### src/rtl/srd_pkg.sv
// Shared constants, types and the run settle function of the sprite row decoder.
package srd_pkg;

   // Configuration register map (word index taken from csr_paddr[2]).
   typedef enum logic {
      REG_WIDTH  = 1'b0,
      REG_HEIGHT = 1'b1
   } reg_index_type;

   localparam logic [7:0] WIDTH_RESET  = 8'd1;
   localparam logic [7:0] HEIGHT_RESET = 8'd1;

   localparam int COUNT_BITS_DEFAULT = 24;

   // Result kinds carried on rsp_tuser.
   localparam logic KIND_PIXEL   = 1'b0;
   localparam logic KIND_SUMMARY = 1'b1;

   // Bit positions of the result fields inside rsp_tdata.
   localparam int IDX_LSB    = 0;
   localparam int COLOUR_LSB = 16;
   localparam int LEAK_BIT   = 24;
   localparam int END_BIT    = 25;
   localparam int COUNT_LSB  = 26;

   // Depth of the result queue; a power of two.
   localparam int RSP_QUEUE_DEPTH = 4;

   typedef struct packed {
      logic [7:0]  row;
      logic [15:0] col;
      logic [6:0]  run;
      logic        leak;
      logic        done;
   } settle_type;

   // Resolves the run positions that consume no byte: a run that hits the
   // right edge is dropped, a column past the edge wraps to the next row,
   // and a run below the last row is dropped and ends the picture.
   function automatic settle_type settle(input logic [7:0]  row,
                                         input logic [15:0] col,
                                         input logic [6:0]  run,
                                         input logic [7:0]  width,
                                         input logic [7:0]  height);
      settle_type s;
      s.row  = row;
      s.col  = col;
      s.run  = run;
      s.leak = 1'b0;
      if (run != 7'd0) begin
         if (row >= height) begin
            s.leak = 1'b1;
            s.run  = 7'd0;
         end else if (col > {8'd0, width}) begin
            s.row  = row + 8'd1;
            s.col  = 16'd0;
            s.leak = 1'b1;
            s.run  = run - 7'd1;
            if (s.run != 7'd0) begin
               if (s.row >= height) begin
                  s.run = 7'd0;
               end else if (width == 8'd0) begin
                  s.run = 7'd0;
               end
            end
         end else if (col == {8'd0, width}) begin
            s.leak = 1'b1;
            s.run  = 7'd0;
         end
      end
      s.done = (s.run == 7'd0) && (s.row >= height);
      return s;
   endfunction

endpackage

### src/rtl/sprite_rle_row_decoder.sv
// Top level of the 8-bit sprite run-length decoder with its register port.
//
//   Channel   Direction  Carries
//   req_*     in         one code byte per word, with past-end and start flags
//   rsp_*     out        pixel writes and picture summaries, one per word
//   csr_*     in/out     picture width and height registers
//
// A code byte is taken into an input register, decoded against the picture
// state and its results written into a four-entry result queue. One word is
// accepted per cycle as long as the queue has room for two results; a word
// can yield both a pixel and a summary, and the result port drains one result
// a cycle, so the sustained rate is one word per cycle. Reset is synchronous
// and leaves the decoder waiting for a start word. A stall on rsp_tready
// fills the queue and then holds req_tready low.
module sprite_rle_row_decoder #(
   parameter int COUNT_BITS = srd_pkg::COUNT_BITS_DEFAULT
) (
   input  logic        clock,
   input  logic        reset,

   input  logic        req_tvalid,
   output logic        req_tready,
   input  logic [7:0]  req_tdata,   // [7:0] code_byte
   input  logic [1:0]  req_tuser,   // [0] past_end, [1] start_picture

   output logic        rsp_tvalid,
   input  logic        rsp_tready,
   // [15:0] pixel_index, [23:16] pixel_colour, [24] leak_error,
   // [25] buffer_end_error, [COUNT_BITS+25:26] bytes_used, zero fill above
   output logic [((srd_pkg::COUNT_LSB + COUNT_BITS + 7) / 8) * 8 - 1:0] rsp_tdata,
   output logic        rsp_tuser,   // [0] result_kind
   output logic        rsp_tlast,   // last_result

   input  logic        csr_psel,
   input  logic        csr_penable,
   input  logic        csr_pwrite,
   input  logic [2:0]  csr_paddr,
   input  logic [31:0] csr_pwdata,
   output logic [31:0] csr_prdata,
   output logic        csr_pready
);

   localparam int DATA_W  = ((srd_pkg::COUNT_LSB + COUNT_BITS + 7) / 8) * 8;
   localparam int ENTRY_W = DATA_W + 2;

   // Configuration registers.
   logic [7:0] width_ff;
   logic [7:0] height_ff;
   logic       csr_write;
   logic       csr_sel_height;

   // Input register holding the word being decoded.
   logic       in_valid_ff, in_valid_in;
   logic [7:0] code_ff;
   logic       past_ff;
   logic       start_ff;
   logic       req_accept;
   logic       consume;

   logic               space_ok;
   logic [1:0]         push_count;
   logic [ENTRY_W-1:0] push_a;
   logic [ENTRY_W-1:0] push_b;
   logic [ENTRY_W-1:0] rsp_entry;

   // The register word is picked by paddr[2]; the low address bits are not decoded.
   assign csr_pready     = 1'b1;
   assign csr_sel_height = (csr_paddr[2] == srd_pkg::REG_HEIGHT);
   assign csr_write      = csr_psel && csr_penable && csr_pwrite && csr_pready;
   assign csr_prdata     = csr_sel_height ? {24'd0, height_ff} : {24'd0, width_ff};

   always_ff @(posedge clock) begin
      if (reset) begin
         width_ff  <= srd_pkg::WIDTH_RESET;
         height_ff <= srd_pkg::HEIGHT_RESET;
      end else if (csr_write) begin
         if (csr_sel_height) begin
            height_ff <= csr_pwdata[7:0];
         end else begin
            width_ff <= csr_pwdata[7:0];
         end
      end
   end

   // The held word is decoded when the queue can take both of its results;
   // a new word may enter in the same cycle.
   always_comb begin
      consume     = in_valid_ff && space_ok;
      req_tready  = !in_valid_ff || consume;
      req_accept  = req_tvalid && req_tready;
      in_valid_in = req_accept ? 1'b1 : (consume ? 1'b0 : in_valid_ff);
   end

   always_ff @(posedge clock) begin
      if (reset) begin
         in_valid_ff <= 1'b0;
      end else begin
         in_valid_ff <= in_valid_in;
      end
   end

   always_ff @(posedge clock) begin
      if (req_accept) begin
         code_ff  <= req_tdata;
         past_ff  <= req_tuser[0];
         start_ff <= req_tuser[1];
      end
   end

   srd_core #(
      .COUNT_BITS (COUNT_BITS),
      .DATA_W     (DATA_W)
   ) u_core (
      .clock          (clock),
      .reset          (reset),
      .picture_width  (width_ff),
      .picture_height (height_ff),
      .code_byte      (code_ff),
      .past_end       (past_ff),
      .start_picture  (start_ff),
      .consume        (consume),
      .push_count     (push_count),
      .push_a         (push_a),
      .push_b         (push_b)
   );

   srd_rsp_queue #(
      .WIDTH (ENTRY_W)
   ) u_rsp_queue (
      .clock      (clock),
      .reset      (reset),
      .push_count (consume ? push_count : 2'd0),
      .push_a     (push_a),
      .push_b     (push_b),
      .space_ok   (space_ok),
      .out_valid  (rsp_tvalid),
      .out_ready  (rsp_tready),
      .out_data   (rsp_entry)
   );

   // Queue entries are {last, kind, data}.
   assign rsp_tdata = rsp_entry[DATA_W-1:0];
   assign rsp_tuser = rsp_entry[DATA_W];
   assign rsp_tlast = rsp_entry[DATA_W+1];

endmodule

### src/rtl/srd_core.sv
// Decoder state and the single-pass decode of one code byte into up to two results.
module srd_core #(
   parameter int COUNT_BITS = srd_pkg::COUNT_BITS_DEFAULT,
   parameter int DATA_W     = 56
) (
   input  logic              clock,
   input  logic              reset,
   input  logic [7:0]        picture_width,
   input  logic [7:0]        picture_height,
   input  logic [7:0]        code_byte,
   input  logic              past_end,
   input  logic              start_picture,
   input  logic              consume,
   output logic [1:0]        push_count,
   output logic [DATA_W+1:0] push_a,
   output logic [DATA_W+1:0] push_b
);

   logic [7:0]            row_ff, row_in;
   logic [15:0]           col_ff, col_in;
   logic [6:0]            run_ff, run_in;
   logic                  done_ff, done_in;
   logic                  leak_ff, leak_in;
   logic                  end_ff, end_in;
   logic [COUNT_BITS-1:0] cnt_ff, cnt_in;

   logic [7:0]            row_s;
   logic [15:0]           col_s;
   logic [6:0]            run_s;
   logic                  leak_s;
   logic                  end_s;
   logic [COUNT_BITS-1:0] cnt_s;
   logic                  active;
   logic                  start_done;
   logic                  process;
   logic [7:0]            byte_v;
   logic                  pixel;
   logic                  summary;
   logic [15:0]           pixel_index;
   logic [15:0]           row_base;
   srd_pkg::settle_type   st;
   logic [DATA_W-1:0]     pix_data;
   logic [DATA_W-1:0]     sum_data;

   always_comb begin
      // A new picture clears everything before its first byte is looked at.
      row_s  = start_picture ? 8'd0 : row_ff;
      col_s  = start_picture ? 16'd0 : col_ff;
      run_s  = start_picture ? 7'd0 : run_ff;
      leak_s = start_picture ? 1'b0 : leak_ff;
      end_s  = start_picture ? 1'b0 : end_ff;
      cnt_s  = start_picture ? '0 : cnt_ff;

      active     = start_picture || !done_ff;
      start_done = start_picture && (picture_height == 8'd0);
      process    = active && !start_done;
      byte_v     = past_end ? 8'd0 : code_byte;

      row_base    = {8'd0, picture_width} * {8'd0, row_s};
      pixel_index = row_base + col_s;

      row_in  = row_s;
      col_in  = col_s;
      run_in  = run_s;
      leak_in = leak_s;
      end_in  = end_s | past_end;
      done_in = 1'b0;
      cnt_in  = (cnt_s == '1) ? cnt_s : cnt_s + COUNT_BITS'(1);

      st = srd_pkg::settle(row_s, col_s, run_s, picture_width, picture_height);

      if (run_s != 7'd0) begin
         st = srd_pkg::settle(row_s, col_s + 16'd1, run_s - 7'd1,
                              picture_width, picture_height);
      end else if (byte_v[7]) begin
         // Skip: the magnitude of the negative byte is added to the column.
         st.row  = row_s;
         st.col  = col_s - {8'hFF, byte_v};
         st.run  = 7'd0;
         st.leak = 1'b0;
         st.done = 1'b0;
      end else if (byte_v == 8'd0) begin
         st = srd_pkg::settle(row_s + 8'd1, 16'd0, 7'd0,
                              picture_width, picture_height);
      end else begin
         st = srd_pkg::settle(row_s, col_s, byte_v[6:0],
                              picture_width, picture_height);
      end

      if (process) begin
         row_in  = st.row;
         col_in  = st.col;
         run_in  = st.run;
         leak_in = leak_s | st.leak;
         done_in = st.done;
      end else if (start_done) begin
         end_in  = 1'b0;
         cnt_in  = '0;
         done_in = 1'b1;
      end else begin
         // Idle bytes between pictures leave the state untouched.
         row_in  = row_ff;
         col_in  = col_ff;
         run_in  = run_ff;
         leak_in = leak_ff;
         end_in  = end_ff;
         cnt_in  = cnt_ff;
         done_in = done_ff;
      end

      pixel   = process && (run_s != 7'd0) && !past_end;
      summary = start_done || (process && st.done);

      pix_data = '0;
      pix_data[srd_pkg::IDX_LSB +: 16]   = pixel_index;
      pix_data[srd_pkg::COLOUR_LSB +: 8] = byte_v;

      sum_data = '0;
      sum_data[srd_pkg::LEAK_BIT]                = leak_in;
      sum_data[srd_pkg::END_BIT]                 = end_in;
      sum_data[srd_pkg::COUNT_LSB +: COUNT_BITS] = cnt_in;

      push_b = {1'b1, srd_pkg::KIND_SUMMARY, sum_data};
      push_a = pixel ? {!summary, srd_pkg::KIND_PIXEL, pix_data} : push_b;
      push_count = {1'b0, pixel} + {1'b0, summary};
   end

   always_ff @(posedge clock) begin
      if (reset) begin
         row_ff  <= 8'd0;
         col_ff  <= 16'd0;
         run_ff  <= 7'd0;
         done_ff <= 1'b1;
         leak_ff <= 1'b0;
         end_ff  <= 1'b0;
         cnt_ff  <= '0;
      end else if (consume) begin
         row_ff  <= row_in;
         col_ff  <= col_in;
         run_ff  <= run_in;
         done_ff <= done_in;
         leak_ff <= leak_in;
         end_ff  <= end_in;
         cnt_ff  <= cnt_in;
      end
   end

endmodule

### src/rtl/srd_rsp_queue.sv
// Small result queue that takes up to two results a cycle and hands out one.
module srd_rsp_queue #(
   parameter int WIDTH = 58
) (
   input  logic             clock,
   input  logic             reset,
   input  logic [1:0]       push_count,
   input  logic [WIDTH-1:0] push_a,
   input  logic [WIDTH-1:0] push_b,
   output logic             space_ok,
   output logic             out_valid,
   input  logic             out_ready,
   output logic [WIDTH-1:0] out_data
);

   localparam int DEPTH = srd_pkg::RSP_QUEUE_DEPTH;
   localparam int PTR_W = $clog2(DEPTH);
   localparam int CNT_W = $clog2(DEPTH + 1);

   logic [WIDTH-1:0] mem_ff [DEPTH];
   logic [PTR_W-1:0] head_ff, head_in;
   logic [PTR_W-1:0] tail_ff, tail_in;
   logic [CNT_W-1:0] cnt_ff, cnt_in;
   logic [PTR_W-1:0] tail_next;
   logic             pop;

   always_comb begin
      out_valid = (cnt_ff != '0);
      out_data  = mem_ff[head_ff];
      pop       = out_valid && out_ready;
      // Room for a full pair of results is needed before a word is decoded.
      space_ok  = (cnt_ff <= CNT_W'(DEPTH - 2));
      tail_next = tail_ff + PTR_W'(1);
      head_in   = pop ? head_ff + PTR_W'(1) : head_ff;
      tail_in   = tail_ff + PTR_W'(push_count);
      cnt_in    = cnt_ff + CNT_W'(push_count) - CNT_W'(pop);
   end

   always_ff @(posedge clock) begin
      if (push_count != 2'd0) begin
         mem_ff[tail_ff] <= push_a;
      end
      if (push_count == 2'd2) begin
         mem_ff[tail_next] <= push_b;
      end
   end

   always_ff @(posedge clock) begin
      if (reset) begin
         head_ff <= '0;
         tail_ff <= '0;
         cnt_ff  <= '0;
      end else begin
         head_ff <= head_in;
         tail_ff <= tail_in;
         cnt_ff  <= cnt_in;
      end
   end

endmodule
### config.mk
export PLATFORM = sky130hd
export DESIGN_NAME = sprite_rle_row_decoder
export DESIGN_NICKNAME = d
export VERILOG_FILES = /design/src/rtl/srd_pkg.sv /design/src/rtl/sprite_rle_row_decoder.sv /design/src/rtl/srd_core.sv /design/src/rtl/srd_rsp_queue.sv
export SDC_FILE = /design/constraint.sdc
export NUM_CORES = 1
export LEC_CHECK = 0
export ABC_AREA = 1
export ABC_CLOCK_PERIOD_IN_PS = 11130
export BUFFER_PORTS_ARGS = -buffer_cell sky130_fd_sc_hd__buf_2
export CELL_PAD_IN_SITES_DETAIL_PLACEMENT = 0
export CELL_PAD_IN_SITES_GLOBAL_PLACEMENT = 1
export CORE_ASPECT_RATIO = 0.7
export CORE_MARGIN = 1.5
export CORE_UTILIZATION = 30
export DETAILED_ROUTE_END_ITERATION = 7
export GPL_TIMING_DRIVEN = 0
export PLACE_DENSITY = 0.69
export SYNTH_ARGS = -nofsm -noshare
export SYNTH_HDL_FRONTEND = slang
export SYNTH_SLANG_ARGS = --single-unit
export TNS_END_PERCENT = 30
### constraint.sdc
create_clock -name clock -period 11.13 [get_ports clock]
set_input_delay 2.226 -clock clock [delete_from_list [all_inputs] [get_ports clock]]
set_output_delay 2.226 -clock clock [all_outputs]
set_load 0.005 [all_outputs]
; ---- Word-level counts from Yosys, hierarchy flattened
; Memory sizes are Yosys's and may differ from the RTL's. A register that Yosys moved wholly into a read port is not among the register bits.
; Cells that the tools add are included.
[totals]
input_bits = 52
mem_bits_rw = 232
output_inout_bits = 93
mem_count = 1
ff_bits = 92
[mem_list]
columns = name, depth, word_bits, read_ports, rd_ports_with_merged_regs, wr, line
row1 = u_rsp_queue.mem_ff, 4, 58, 1, 1, 2, srd_rsp_queue.sv:20  ; logic [WIDTH-1:0] mem_ff [DEPTH];
[classes]
muxes = 58
n_reduce_logical = 37
order_cmp = 7
eq_ne = 4
bitwise = 3
multipliers = 1
n_addsub = 14
[ops]
columns = cell, n
row1 = $mux W24, 8
row2 = $mux W32, 6
row3 = $mux W33, 3
row4 = $mux W8, 11
row5 = $mux W7, 9
row6 = $mux W58, 1
row7 = $mux W16, 3
row8 = $reduce_bool A7 Y1, 5
row9 = $eq A16 B8 Y1, 2
row10 = $ge A8 B8 Y1, 4
row11 = $gt A16 B8 Y1, 2
row12 = $add A24 B1 Y24 const B, 1
row13 = $eq A24 B24 Y1 const B, 1
row14 = $logic_not A8 Y1, 3
row15 = $sub A7 B1 Y7 const B, 3
row16 = $add A16 B1 Y16 const B, 1
row17 = $add A16 B16 Y16, 1
row18 = $mul A8 B8 Y16, 1
row19 = $sub A16 B16 Y16, 1
row20 = $logic_not A7 Y1, 2
row21 = $mux W1, 14
row22 = $logic_and A1 B1 Y1, 12
row23 = $add A8 B1 Y8 const B, 1
row24 = $mux W2, 3
row25 = 14 further kinds, 26

; ---- Longest topological paths before layout
[depth]
ltp_word = 23
ltp_mapped = 47
depth_no_buf = 43

; ---- Hierarchy
; From an unflattened synthesis, not the netlist that was laid out.
[unflattened]
hier_cells = 3170
area_unflattened_um2 = 23727.8
[by_module_without_submodules]
columns = mod, cells_per_inst, n_inst, area_each_um2
row1 = srd_rsp_queue, 1206, 1, 11557.3
row2 = srd_core, 1793, 1, 10821.6
row3 = sprite_rle_row_decoder, 171, 1, 1348.8

; ---- Least setup slack after synthesis
; Ideal clock, no wire load.
[synth_timing]
path_type = flip-flop to flip-flop
startpoint = register start_ff
endpoint = memory u_rsp_queue.mem_ff[3][42], data pin
t_arrival_ps = 6495
synth_period_minus_slack_ps = 6761
path_slack_ps = 4369
stages_incl_launch_ff = 46
required_time_ps = 10864
path_cell_list = edfxtp_1 inv_4 buf_8 buf_6 buf_6 nand2_1 inv_1 ha_1 nand4_4 nor2_2 xor2_1 ha_1 nand2_1 inv_1 nand3_1 nor4_1 o21ai_2 nand2_4 [... 10 more ...] nand2_1 nor2_1 nand3_1 nand2_1 nand2_1 nand2_1 ha_1 inv_1 nor2_2 nor2_1 nor3_2 inv_1 nor2_1 nand2_1 nand2_1 nand2_1 clkbuf_1 nor2_1
[synth_lines]
columns = item, line
row1 = from (decl), sprite_rle_row_decoder.sv:56  ; logic start_ff;
row2 = from (signal assigned), sprite_rle_row_decoder.sv:106  ; start_ff <= req_tuser[1];
row3 = to (decl), srd_rsp_queue.sv:20

==> results.yml <==
placed_design:
  port_buffers: 86
  gp_congestion: 0.938
  hpwlAfterDp_mm: 56.4
  place_ws_ns: 1.17
critical_path:
  required_time_of_the_critical_path_ns: 11.42
  rr_endpoint: "u_rsp_queue.mem_ff[3][44]"
  cpLargestDelayFamily: "simple AND/OR/NAND/NOR gates"
  r2r_slack_ns: 1.01
  start_to_end_type_of_the_worst_setup_path: "reg2reg"
  cpPeakStageDelay_ns: 0.73
  critPathLaunchType: "register"
  critical_path.n_buffers_inverters: 9
  cell_type_with_the_highest_occurrence_count_on_the_critical_path: "nand2_1"
  timing.critical_path.arrival_ns: 10.42
  launching_point_of_the_worst_reg2reg_path: "start_ff"
  timing.critical_path.to_type: "register"
  r2r.worst_path.cells: 40
  path_max_fanout: 27
  worst_path_max_delay_cell: "buf_1"
clocking:
  worst_skew_pair.late_latency_ns: 0.59
  post_cts.resized_instances: 0
  cts.htree.levels: 2
  cts_tree: "built"
  clock_tree.buffer_depth: 3
  numClockSinks: 302
  cts.reportedPaths.clkPinSlew_ns: 0.06
  cts.repair_timing.setup_buffer_count: 0
  cts_buf_count: 37
  cts_hold_buf: 0
  root_buffer: "clkbuf_16"
yosys:
  synthesis.instances: 2729
  synth_edf_count: 114
  number_of_synthesis_warnings: 0
  ys_top_cells_by_count: "nand2_1, nor2_1, o21ai_0"
  postSynthRegisterBits: 302
  synth.largest_area_cell: "dfxtp_1"
  synth_cell_types: 60
  post_synth.cell_area_avg_um2: 7.30
  synth_most_common_cell: "nand2_1"
  seq_area_frac_synth_pct: 36.1
  yosys.area.top_type_share_pct: 18.9
  async_flop_share_pct: 0
  synthTopCellsByArea: "dfxtp_1, edfxtp_1, nand2_1"
  synthFlopType: "dfxtp_1"
  post_synth_instance_area_mm2: 0.0199
layout:
  fillerInstances: 6990
  syn_to_final_growth_pct: 14.4
  num-nets-final: 3087
  antennaDiodeCount: 0
  final_layout_size_suffix_gt1_share_pct: 10.2
route:
  route.vias.total: 19100
  wl_mm: 74.3
  routedWlPerCell_um: 19.6
  route.top_layer_used: "met4"
  dr_wl_met2_mm: 29.4
  antenna_violating_nets_post_route: 0
  met3_length_mm: 6.96
  dr.pass1.iters: 6
  met1Wirelength_mm: 36.7
  viasPerCell: 5.05
  detailedRoute.firstIterationViolations: 1900
  post-route-drc-count: 0
run:
  maxCapViolCount: 0
floorplan:
  chipWidth_um: 311
  start_util_pct: 30.5
  die_h_um: 219
  core-area_mm2: 0.0653
  floorplan.die_area_mm2: 0.0680
  i_o_pin_cnt: 145
  num_rows: 78
timing:
  whs_ns: 0.452
  timing_hold_violations_final: 0
  worst_clock_skew_ns: 0.0408
  final_setup_violation_count: 0
  worst_slack_ns: 1.01
  totalNegativeSetupSlack_ns: 0
  final_min_period_over_clock_period_pct: 91.0
  grt_setup_unrepaired: "false"
  max_freq_mhz: 98.8
  worst_tran_pin_value_ns: 1.28
  min_period_ns: 10.12
  maxSlewHeadroom_pct: 14.8
  drv_slew: 0
global_routing:
  antenna_violations_before_repair: 2
  overflow: 0
  grt_pass1_wl_mm: 111
  grt_pass1_vias: 18000
  groute.usage.overall_pct: 21.4
  grt_max_degree: 29
hold_path:
  hold_path_end: "u_rsp_queue.mem_ff[1][13]"
  timing.hold.worst.start: "u_rsp_queue.mem_ff[1][13]"
  hold_depth: 2
  timing.hold.worst.class: "reg2reg"
power:
  power_mw: 3.47
  vdd_ir_drop_max_mv: 0.106
  power.leakage_nw: 9.31
  power-per-cell-area_mw_per_mm2: 152
run_status:
  status: "complete, no violations"
[registers in the layout (all words and copies together), names as in the netlist, named ones only]
name	flops
code_ff	8
height_ff	8
in_valid_ff	1
past_ff	1
start_ff	1
u_core.cnt_ff	24
u_core.col_ff	16
u_core.done_ff	1
u_core.end_ff	1
u_core.leak_ff	1
u_core.row_ff	8
u_core.run_ff	7
u_rsp_queue.cnt_ff	3
u_rsp_queue.head_ff	2
u_rsp_queue.mem_ff	208
u_rsp_queue.tail_ff	2
width_ff	8
[worst min-delay path, delay by kind of cell (launching register included)]
kind               cells  cell delay (ns)
DFF                    1             0.32
AOI/OAI and AO/OA      1             0.05
and+or+nand+nor        1             0.05
[routing by layer]
layer | vias up | GRT usage (%)
met3 | 68 | 4.91
met1 | 9083 | 32.5
li1 | 9240 | -
met5 | - | 0
met4 | 0 | 4.47
met2 | 755 | 30.3
[where the power goes]
part           leakage, nW  switching, mW  internal (mW)
registers             2.48         0.0388           1.18
clock network        0.581          0.525          0.683
logic                 6.25          0.729          0.306
[cell families (layout without fill, tap and decap cells)]
kind of cell	Yosys count	after routing	share of synthesized area, %
other cells	2	31	0.0377
compound gates	596	596	16.1
buf+inv	463	615	9.82
simple gates	1186	1186	25.3
xor+xnor	30	30	1.36
fa+ha+maj	150	150	11.3
flops	302	302	36.1
[worst max path at each step]
stage | from | end | slack, ns | cells after the start
after CTS | start_ff | u_rsp_queue.mem_ff[1][38] | 1.05 | 38
after global placement | start_ff | u_rsp_queue.mem_ff[3][46] | 0.65 | 40
after global routing | start_ff | u_rsp_queue.mem_ff[3][42] | 0.49 | 40
after floorplan | start_ff | u_rsp_queue.mem_ff[3][42] | 4.37 | 45
final | start_ff | u_rsp_queue.mem_ff[3][44] | 1.01 | 40
after detailed placement | start_ff | u_rsp_queue.mem_ff[1][38] | 1.17 | 38
[layout by cell type (no fill, tap or decap), types with 8 or more instances in the layout]
cell type	Yosys	layout
nand2_1	567	566
nor2_1	386	386
o21ai_0	304	304
inv_1	289	289
dfxtp_1	188	188
a21oi_1	158	158
nand3_1	115	115
edfxtp_1	114	114
buf_2	17	103
ha_1	99	99
clkbuf_1	77	84
o22ai_1	53	53
fa_1	51	51
clkbuf_16	0	38
buf_4	34	34
conb_1	2	31
o21ai_1	30	30
nand4_1	28	28
xor2_1	24	24
inv_2	22	22
nand2_2	18	19
nor3_1	16	16
clkinv_1	8	11
nor2_2	10	10
nor4_1	9	9
o21ai_2	8	8
[final cells by class]
| class | instances | area, µm² | share of cell area (%) |
|---|---|---|---|
| Tap cell | 880 | 1100 | 4.83 |
| Timing Repair Buffer | 88 | 469 | 2.06 |
| Clock inverter | 15 | 155 | 0.680 |
| Clock buffer | 49 | 1030 | 4.53 |
| Buffer | 143 | 753 | 3.30 |
| Multi-Input combinational cell | 1993 | 10900 | 47.8 |
| Inverter | 320 | 1200 | 5.28 |
| Sequential cell | 302 | 7190 | 31.5 |
[stage by stage]
stage	instance area [µm²]	instances	util [%]
global route	22800	3790	34.9
floorplan	20000	2758	-
global placement	21600	3724	33.0
finish	22800	3790	34.9
detailed placement	21600	3724	33.0
CTS	22800	3788	34.9
Note: power is estimated with default switching activity, not from simulation.
